**src/rtl/hbr_pkg.sv**
```systemverilog
// hbr_pkg: shared types, codes and constants for the h-bridge speed ramp drive
// used by hbr_ctrl, hbr_scale and hbridge_speed_ramp_drive; no dependencies
package hbr_pkg;

   // command kinds carried in req_tuser
   typedef enum logic [2:0] {
      MODE_SET    = 3'd0,
      MODE_TICK   = 3'd1,
      MODE_BRAKE  = 3'd2,
      MODE_ENABLE = 3'd3,
      MODE_READ   = 3'd4
   } mode_type;

   // register indexes on the csr port
   localparam logic [1:0] CSR_RAMP_STEP  = 2'd0;
   localparam logic [1:0] CSR_DEAD_BAND  = 2'd1;
   localparam logic [1:0] CSR_FULL_SCALE = 2'd2;

   localparam logic [6:0]  RAMP_STEP_RST  = 7'd2;
   localparam logic [6:0]  DEAD_BAND_RST  = 7'd10;
   localparam logic [12:0] FULL_SCALE_RST = 13'd4096;

   localparam logic [7:0] SPEED_MAX  = 8'd200;
   localparam logic [7:0] SPEED_STOP = 8'd100;
   localparam logic [6:0] PCT_FULL   = 7'd100;

   // floor(x / 100) = (x * ceil(2^26 / 100)) >> 26, exact for x below 1.8e6
   localparam logic [19:0] DIV100_RECIP = 20'd671089;
   localparam int          DIV100_SHIFT = 26;

   typedef struct packed {
      logic [6:0]  ramp_step;
      logic [6:0]  dead_band;
      logic [12:0] full_scale;
   } cfg_type;

   typedef struct packed {
      logic [2:0] mode;
      logic [7:0] speed_cmd;
      logic [7:0] brake_cmd;
      logic       enable_level;
   } item_type;

   // result of the state step, carried to the duty scaling stage
   typedef struct packed {
      logic [19:0] product;
      logic        load_duty;
      logic        bridge_a;
      logic        bridge_b;
      logic        fault_seen;
   } step_type;

endpackage

```
**src/rtl/hbr_ctrl.sv**
```systemverilog
// hbr_ctrl: speed, direction and fault state, stepped once per word
// depends on hbr_pkg
module hbr_ctrl
   import hbr_pkg::*;
(
   input  logic     clock,
   input  logic     reset,
   input  logic     fire,
   input  item_type item,
   input  cfg_type  cfg,
   output step_type step
);

   logic [7:0] present_ff, present_in;
   logic [7:0] target_ff, target_in;
   logic       fault_ff, fault_in;
   logic       rsc_ff, rsc_in;
   logic       line_a_ff, line_a_in;
   logic       line_b_ff, line_b_in;

   logic [6:0] mag;
   logic       neg;
   logic [6:0] brake_pct;
   logic [6:0] pct;
   logic [8:0] ramp_sum;
   mode_type   mode;

   assign mode = mode_type'(item.mode);

   always_comb begin
      if (present_ff >= SPEED_STOP) begin
         mag = 7'(present_ff - SPEED_STOP);
      end else begin
         mag = 7'(SPEED_STOP - present_ff);
      end
      // a stopped motor counts as reverse
      neg       = (present_ff <= SPEED_STOP);
      brake_pct = (item.brake_cmd > 8'(PCT_FULL)) ? PCT_FULL : item.brake_cmd[6:0];
      ramp_sum  = {1'b0, present_ff} + {2'b00, cfg.ramp_step};
   end

   always_comb begin
      present_in      = present_ff;
      target_in       = target_ff;
      fault_in        = fault_ff;
      rsc_in          = rsc_ff;
      line_a_in       = line_a_ff;
      line_b_in       = line_b_ff;
      pct             = brake_pct;
      step.load_duty  = 1'b0;
      step.fault_seen = 1'b0;
      unique case (mode)
         MODE_SET: begin
            target_in = (item.speed_cmd > SPEED_MAX) ? SPEED_MAX : item.speed_cmd;
         end
         MODE_TICK: begin
            pct            = mag;
            step.load_duty = 1'b1;
            if (mag < cfg.dead_band) begin
               line_a_in = 1'b0;
               line_b_in = 1'b0;
            end else if (neg) begin
               line_a_in = 1'b0;
               line_b_in = 1'b1;
            end else begin
               line_a_in = 1'b1;
               line_b_in = 1'b0;
            end
            // ramp toward target, may overshoot it, saturates at the ends
            if (target_ff > present_ff) begin
               present_in = (ramp_sum > {1'b0, SPEED_MAX}) ? SPEED_MAX : ramp_sum[7:0];
            end else if (target_ff < present_ff) begin
               present_in = (present_ff < {1'b0, cfg.ramp_step}) ? 8'd0 :
                            8'(present_ff - {1'b0, cfg.ramp_step});
            end
         end
         MODE_BRAKE: begin
            step.load_duty = 1'b1;
            line_a_in      = 1'b0;
            line_b_in      = 1'b0;
         end
         MODE_ENABLE: begin
            fault_in = !(item.enable_level && rsc_ff);
            rsc_in   = 1'b0;
         end
         MODE_READ: begin
            step.fault_seen = fault_ff;
            fault_in        = !item.enable_level;
            rsc_in          = 1'b1;
         end
         default: begin
         end
      endcase
      step.product  = 20'(cfg.full_scale) * 20'(pct);
      step.bridge_a = line_a_in;
      step.bridge_b = line_b_in;
   end

   always_ff @(posedge clock) begin
      if (reset) begin
         present_ff <= SPEED_STOP;
         target_ff  <= SPEED_STOP;
         fault_ff   <= 1'b0;
         rsc_ff     <= 1'b0;
         line_a_ff  <= 1'b0;
         line_b_ff  <= 1'b0;
      end else if (fire) begin
         present_ff <= present_in;
         target_ff  <= target_in;
         fault_ff   <= fault_in;
         rsc_ff     <= rsc_in;
         line_a_ff  <= line_a_in;
         line_b_ff  <= line_b_in;
      end
   end

   a_present_range: assert property (@(posedge clock) disable iff (reset)
      present_ff <= SPEED_MAX)
      else $error("present speed beyond full scale");

   a_target_range: assert property (@(posedge clock) disable iff (reset)
      target_ff <= SPEED_MAX)
      else $error("target speed beyond full scale");

   a_lines_exclusive: assert property (@(posedge clock) disable iff (reset)
      !(line_a_ff && line_b_ff))
      else $error("both bridge lines driven high");

   a_seen_on_read: assert property (@(posedge clock) disable iff (reset)
      (fire && step.fault_seen) |-> (item.mode == MODE_READ) && fault_ff)
      else $error("fault_seen raised outside a fault read");

endmodule

```
**src/rtl/hbr_scale.sv**
```systemverilog
// hbr_scale: divides the duty product by one hundred and holds the driven duty
// depends on hbr_pkg
module hbr_scale
   import hbr_pkg::*;
(
   input  logic        clock,
   input  logic        reset,
   input  logic        fire,
   input  step_type    step,
   output logic [12:0] duty
);

   logic [12:0] duty_ff, duty_in;
   logic [39:0] recip_prod;

   assign recip_prod = 40'(step.product) * 40'(DIV100_RECIP);
   assign duty_in    = step.load_duty ? recip_prod[DIV100_SHIFT +: 13] : duty_ff;
   assign duty       = duty_in;

   always_ff @(posedge clock) begin
      if (reset) begin
         duty_ff <= 13'd0;
      end else if (fire) begin
         duty_ff <= duty_in;
      end
   end

endmodule

```
**src/rtl/hbridge_speed_ramp_drive.sv**
```systemverilog
// hbridge_speed_ramp_drive: top level of the slew-limited h-bridge pwm drive
// depends on hbr_pkg, hbr_ctrl, hbr_scale
//
//  channel | dir | handshake           | payload
//  --------+-----+---------------------+------------------------------------------
//  req     | in  | req_tvalid/tready   | tuser mode, tdata speed/brake/enable
//  rsp     | out | rsp_tvalid/tready   | tdata duty, bridge a/b, fault_seen
//  csr     | in  | csr_we              | csr_index, csr_wdata, no back-pressure
//
// one word accepted per cycle while rsp is not stalled; each word's result reaches rsp through
// the input, step and output registers (state step and duty product, then divide by one hundred)
// the state step is registered as the word leaves the input register, so the next word sees it at once
// each register stage moves on when the one after it is empty or moving
// synchronous active-high reset: speeds to stop, fault clear, duty and lines low
module hbridge_speed_ramp_drive
   import hbr_pkg::*;
(
   input  logic        clock,
   input  logic        reset,
   input  logic        req_tvalid,
   output logic        req_tready,
   input  logic [23:0] req_tdata,  // speed_cmd[7:0], brake_cmd[15:8], enable_level[16], zero
   input  logic [2:0]  req_tuser,  // mode[2:0]
   output logic        rsp_tvalid,
   input  logic        rsp_tready,
   output logic [15:0] rsp_tdata,  // pwm_duty[12:0], bridge_a[13], bridge_b[14], fault_seen[15]
   input  logic        csr_we,
   input  logic [1:0]  csr_index,
   input  logic [12:0] csr_wdata
);

   cfg_type     cfg_ff;

   logic        in_v_ff, in_v_in;
   item_type    in_item_ff;
   logic        mid_v_ff, mid_v_in;
   step_type    mid_ff;
   step_type    step;
   logic        out_v_ff, out_v_in;
   logic [15:0] out_data_ff;
   logic [12:0] duty;

   logic        adv_out, adv_mid, adv_in;
   logic        fire_mid, fire_out, accept;

   // stage advance chain, back from the result side
   assign adv_out  = !out_v_ff || rsp_tready;
   assign adv_mid  = !mid_v_ff || adv_out;
   assign adv_in   = !in_v_ff || adv_mid;
   assign fire_mid = in_v_ff && adv_mid;
   assign fire_out = mid_v_ff && adv_out;
   assign accept   = req_tvalid && adv_in;

   assign req_tready = adv_in;
   assign rsp_tvalid = out_v_ff;
   assign rsp_tdata  = out_data_ff;

   assign in_v_in  = accept ? 1'b1 : (fire_mid ? 1'b0 : in_v_ff);
   assign mid_v_in = fire_mid ? 1'b1 : (fire_out ? 1'b0 : mid_v_ff);
   assign out_v_in = fire_out ? 1'b1 : ((out_v_ff && rsp_tready) ? 1'b0 : out_v_ff);

   // configuration registers, out-of-range index ignored
   always_ff @(posedge clock) begin
      if (reset) begin
         cfg_ff.ramp_step  <= RAMP_STEP_RST;
         cfg_ff.dead_band  <= DEAD_BAND_RST;
         cfg_ff.full_scale <= FULL_SCALE_RST;
      end else if (csr_we) begin
         unique case (csr_index)
            CSR_RAMP_STEP:  cfg_ff.ramp_step  <= csr_wdata[6:0];
            CSR_DEAD_BAND:  cfg_ff.dead_band  <= csr_wdata[6:0];
            CSR_FULL_SCALE: cfg_ff.full_scale <= csr_wdata;
            default: begin
            end
         endcase
      end
   end

   // valid flags
   always_ff @(posedge clock) begin
      if (reset) begin
         in_v_ff  <= 1'b0;
         mid_v_ff <= 1'b0;
         out_v_ff <= 1'b0;
      end else begin
         in_v_ff  <= in_v_in;
         mid_v_ff <= mid_v_in;
         out_v_ff <= out_v_in;
      end
   end

   // payload registers
   always_ff @(posedge clock) begin
      if (accept) begin
         in_item_ff.mode         <= req_tuser;
         in_item_ff.speed_cmd    <= req_tdata[7:0];
         in_item_ff.brake_cmd    <= req_tdata[15:8];
         in_item_ff.enable_level <= req_tdata[16];
      end
      if (fire_mid) begin
         mid_ff <= step;
      end
      if (fire_out) begin
         out_data_ff <= {mid_ff.fault_seen, mid_ff.bridge_b, mid_ff.bridge_a, duty};
      end
   end

   // speed ramp, direction and fault state; product of full scale and percent
   hbr_ctrl u_ctrl (
      .clock (clock),
      .reset (reset),
      .fire  (fire_mid),
      .item  (in_item_ff),
      .cfg   (cfg_ff),
      .step  (step)
   );

   // divide by one hundred and hold the driven duty
   hbr_scale u_scale (
      .clock (clock),
      .reset (reset),
      .fire  (fire_out),
      .step  (mid_ff),
      .duty  (duty)
   );

endmodule
```
**config.mk**
```make
export PLATFORM = sky130hd
export DESIGN_NAME = hbridge_speed_ramp_drive
export DESIGN_NICKNAME = d
export VERILOG_FILES = /design/src/rtl/hbr_pkg.sv /design/src/rtl/hbr_ctrl.sv /design/src/rtl/hbr_scale.sv /design/src/rtl/hbridge_speed_ramp_drive.sv
export SDC_FILE = /design/constraint.sdc
export NUM_CORES = 1
export LEC_CHECK = 0
export BUFFER_PORTS_ARGS = -buffer_cell sky130_fd_sc_hd__buf_2
export CORE_UTILIZATION = 59
export DETAILED_ROUTE_END_ITERATION = 6
export GPL_ROUTABILITY_DRIVEN = 0
export PLACE_DENSITY = 0.91
export SYNTH_ARGS = -nofsm -noshare
export SYNTH_HDL_FRONTEND = slang
export SYNTH_HIERARCHICAL = 1
export SYNTH_SLANG_ARGS = --single-unit
export TNS_END_PERCENT = 50
```
**constraint.sdc**
```tcl
create_clock -name clock -period 6.09 [get_ports clock]
set_input_delay 1.218 -clock clock [delete_from_list [all_inputs] [get_ports clock]]
set_output_delay 1.218 -clock clock [all_outputs]
set_load 0.01 [all_outputs]
```
==> results.py <==
metrics = {
    "status": {
        "status": "complete, but fails checks",
        "failed_checks": "DRC, setup timing",
    },
    "route": {
        "firstDrtPassIters": 7,
        "routedWlPerCell_um": 30.7,
        "vias": 15300,
        "ant_nets": 0,
        "drtIter0Drc": 2287,
        "drc": 298,
        "vias_per_cell": 6.96,
        "wirelength_mm": 67.6,
    },
    "finish": {
        "nets": 2375,
        "post-route-util": 0.744,
        "fin_cells": 2200,
        "layout-drive-gt1-share": 0.273,
        "fill_cells": 1420,
        "area_delta_synth_final_pct": 24.0,
    },
    "logic_synthesis": {
        "yosys.area_share.xor_xnor": 0.0222,
        "synth_compound_area_frac": 0.0847,
        "syn-cell-area_um2": 16200,
        "syn_area_per_cell_um2": 9.98,
        "synth_area_leaders": "fa_1 25%, ha_1 22%, edfxtp_1 11%, inv_1 8.1%, dfxtp_1 7.8%",
        "ys_ff_latch": 123,
        "synth_edf_count": 60,
        "ys_warn_count": 6,
        "yosys.area.top_type": "fa_1",
        "synth_cells": 1621,
        "synth_fa_ha_area_frac": 0.468,
        "ys_types": 85,
        "synth_top_family_by_area": "adder cells",
        "synthSimpleGateAreaFrac": 0.113,
        "muxShareOfSynthArea": 0.0303,
        "synth_top_area_frac": 0.246,
        "syn-num-nets": 2154,
        "async_flop_share": 0,
        "synthFlopType": "dfxtp_1",
        "yosysSeqAreaShare": 0.189,
    },
    "clock_tree": {
        "clkTransAtPathRegs_ns": 0.07,
        "worstSkewPairLatency_ns": 0.47,
        "htree_levels": 4,
        "clock_sinks": 123,
        "cts_buffer_depth": 2,
        "clockRootBuffer": "clkbuf_16",
        "tritoncts": "yes",
        "cts_buffers": 17,
    },
    "placed_design": {
        "dp_slack_ns": -0.477,
        "numPortBuffers": 57,
        "dpl.hpwl_mm": 33.3,
        "dp.cells": 2107,
    },
    "critical_path": {
        "cp_slowest_stage_delay_ns": 0.80,
        "cp.required_ns": 6.30,
        "path_max_fanout": 4,
        "critPathCaptureType": "flip-flop",
        "cp_common_cell": "fa_1",
        "cp_data_arrival_time_ns": 7.60,
        "startpoint_type": "flip-flop",
        "crit_slowest_cell": "fa_1",
        "crit_type": "reg -> reg",
        "cp_num_buf_inv": 9,
        "critical_path.cell_chain": "buf_4, buf_6, buf_4, fa_1, ha_1, inv_1, fa_1, inv_1, fa_1, fa_1, fa_1, ha_4, ha_4, nand4_1, buf_4, inv_2, a221oi_4, o21ai_2, nor2_4, buf_4, buf_6, o21ai_2, xor2_1, mux2_2",
        "cp_top_family": "adder cells",
    },
    "timing": {
        "period_needed_ns": 7.39,
        "fin_crit_sh": 1.21,
        "tns_ns": -32.23,
        "relSlewSlack": 0.397,
        "fin_worst_skew_ns": 0.0288,
        "rsz0062_at_grt": "true",
        "setup_slack_ns": -1.30,
        "fmax_mhz": 135,
        "hold_viol": 0,
        "drv_slew": 0,
        "max_slew.worst_pin.slew_ns": 0.898,
        "setup_viol": 33,
    },
    "min_path": {
        "hold_class": "reg -> reg",
    },
    "global_route": {
        "gr-usage-all-layers": 0.396,
        "grt_pass1_wl_mm": 83.5,
        "grt_start_max_net_pins": 72,
        "antenna_found_initial": 7,
        "grt_pass1_vias": 15400,
        "grt.overflow.total": 0,
    },
    "floorplanning": {
        "die_y_um": 168,
        "die_w_um": 168,
        "core_um2": 27000,
        "dieArea_um2": 28100,
        "ioPinCount": 65,
        "rows": 60,
        "initial_core_util": 0.600,
    },
    "run": {
        "cap_violations": 0,
    },
}
-- worst paths after layout --
path                    from       endpoint  slack, ns  depth (start not counted)
setup / recovery  mid_ff[16]   rsp_tdata[8]      -1.30                         24
hold / removal     mid_ff[0]  rsp_tdata[15]       0.44                          0
setup reg to reg  mid_ff[16]   rsp_tdata[8]      -1.30                         24
hold reg to reg    mid_ff[0]  rsp_tdata[15]       0.44                          0
-- synth_stat cells (9+ instances only) --
| master | number |
|---|---|
| nand2b_1 | 54 |
| inv_1 | 351 |
| o21ai_0 | 36 |
| mux2_2 | 9 |
| a21o_1 | 17 |
| a21oi_1 | 56 |
| nor2b_1 | 30 |
| fa_1 | 199 |
| edfxtp_1 | 60 |
| mux2i_1 | 36 |
| and2_1 | 49 |
| xnor2_1 | 28 |
| nand3_1 | 19 |
| nand2_1 | 75 |
| nor2_1 | 52 |
| o211ai_1 | 9 |
| ha_1 | 287 |
| clkbuf_1 | 18 |
| xor2_1 | 13 |
| nor3_1 | 21 |
| dfxtp_1 | 63 |
-- cells in the final DEF, fill, tap and decap left out, types with 22 or more instances in the layout --
| master | count |
|---|---|
| o21ai_0 | 22 |
| and2_1 | 44 |
| buf_6 | 26 |
| buf_4 | 142 |
| ha_4 | 42 |
| buf_2 | 58 |
| ha_1 | 239 |
| nor2b_1 | 27 |
| nand2_1 | 72 |
| inv_1 | 316 |
| nand2b_1 | 54 |
| nor2_1 | 45 |
| fa_1 | 179 |
| inv_2 | 33 |
| edfxtp_1 | 60 |
| mux2i_1 | 34 |
| a21oi_1 | 33 |
| a21oi_2 | 22 |
| dfxtp_1 | 59 |
-- layout make-up --
| cell class | instances | area (µm²) | area share |
|---|---|---|---|
| repair buffers | 231 | 1740 | 0.0865 |
| inverters | 355 | 1350 | 0.0671 |
| flip-flops and latches | 123 | 3070 | 0.153 |
| multi-input cells | 1114 | 12900 | 0.643 |
| clock buffers | 17 | 425 | 0.0212 |
| diodes | 4 | 10.0 | 0.000499 |
| well taps | 341 | 427 | 0.0213 |
| clock inverters | 15 | 145 | 0.00724 |
-- flip-flops by register name (all words and copies together) (netlist names) --
name               cells
mid_v_ff               1
u_ctrl/present_ff      8
u_ctrl/rsc_ff          1
in_item_ff            20
mid_ff                24
u_scale/duty_ff       13
u_ctrl/fault_ff        1
rsp_tvalid             1
u_ctrl/line_b_ff       1
cfg_ff                27
in_v_ff                1
u_ctrl/line_a_ff       1
u_ctrl/target_ff       8
rsp_tdata             16
-- worst register-to-register path, delay by kind of cell (launching register included) --
kind                     cells  cell delay [ns]
buffers and inverters        9             1.44
flip-flops                   1             0.49
AO/OA/AOI/OAI                3             0.46
adder cells (fa/ha/maj)      8             3.90
AND/OR/NAND/NOR              2             0.34
multiplexers                 1             0.32
XOR/XNOR                     1             0.21
-- through the flow --
stage,instance area [µm²],hold slack (ns)
detailed placement,17600,0.412
global route,20000,0.447
floorplan,16200,0.400
finish,20100,0.440
CTS,19100,0.429
global placement,17600,0.426
-- routing by layer --
layer	part of all wire	up-vias	GRT usage
met2	0.42	1663	0.645
met5	0.0033	-	0
met4	0.13	16	0.379
met3	0.15	869	0.139
li1	-	5737	-
met1	0.29	7020	0.394
-- timing repair --
action	CTS	global route
gates resized for setup	127	163
hold buffers	0	0
setup endpoints to repair	32	35
cloned	0	1
pin swaps	75	81
setup buffers	29	30
-- kinds of logic after synthesis --
kind of cell / Yosys count
multiplexers: 47
buffers and inverters: 384
flip-flops: 123
XOR/XNOR: 41
AND/OR/NAND/NOR: 343
AO/OA/AOI/OAI: 197
adder cells (fa/ha/maj): 486
Power is left out: the tool's default activity adds up to more than one toggle a clock period on the data nets, which glitch-free logic cannot reach.
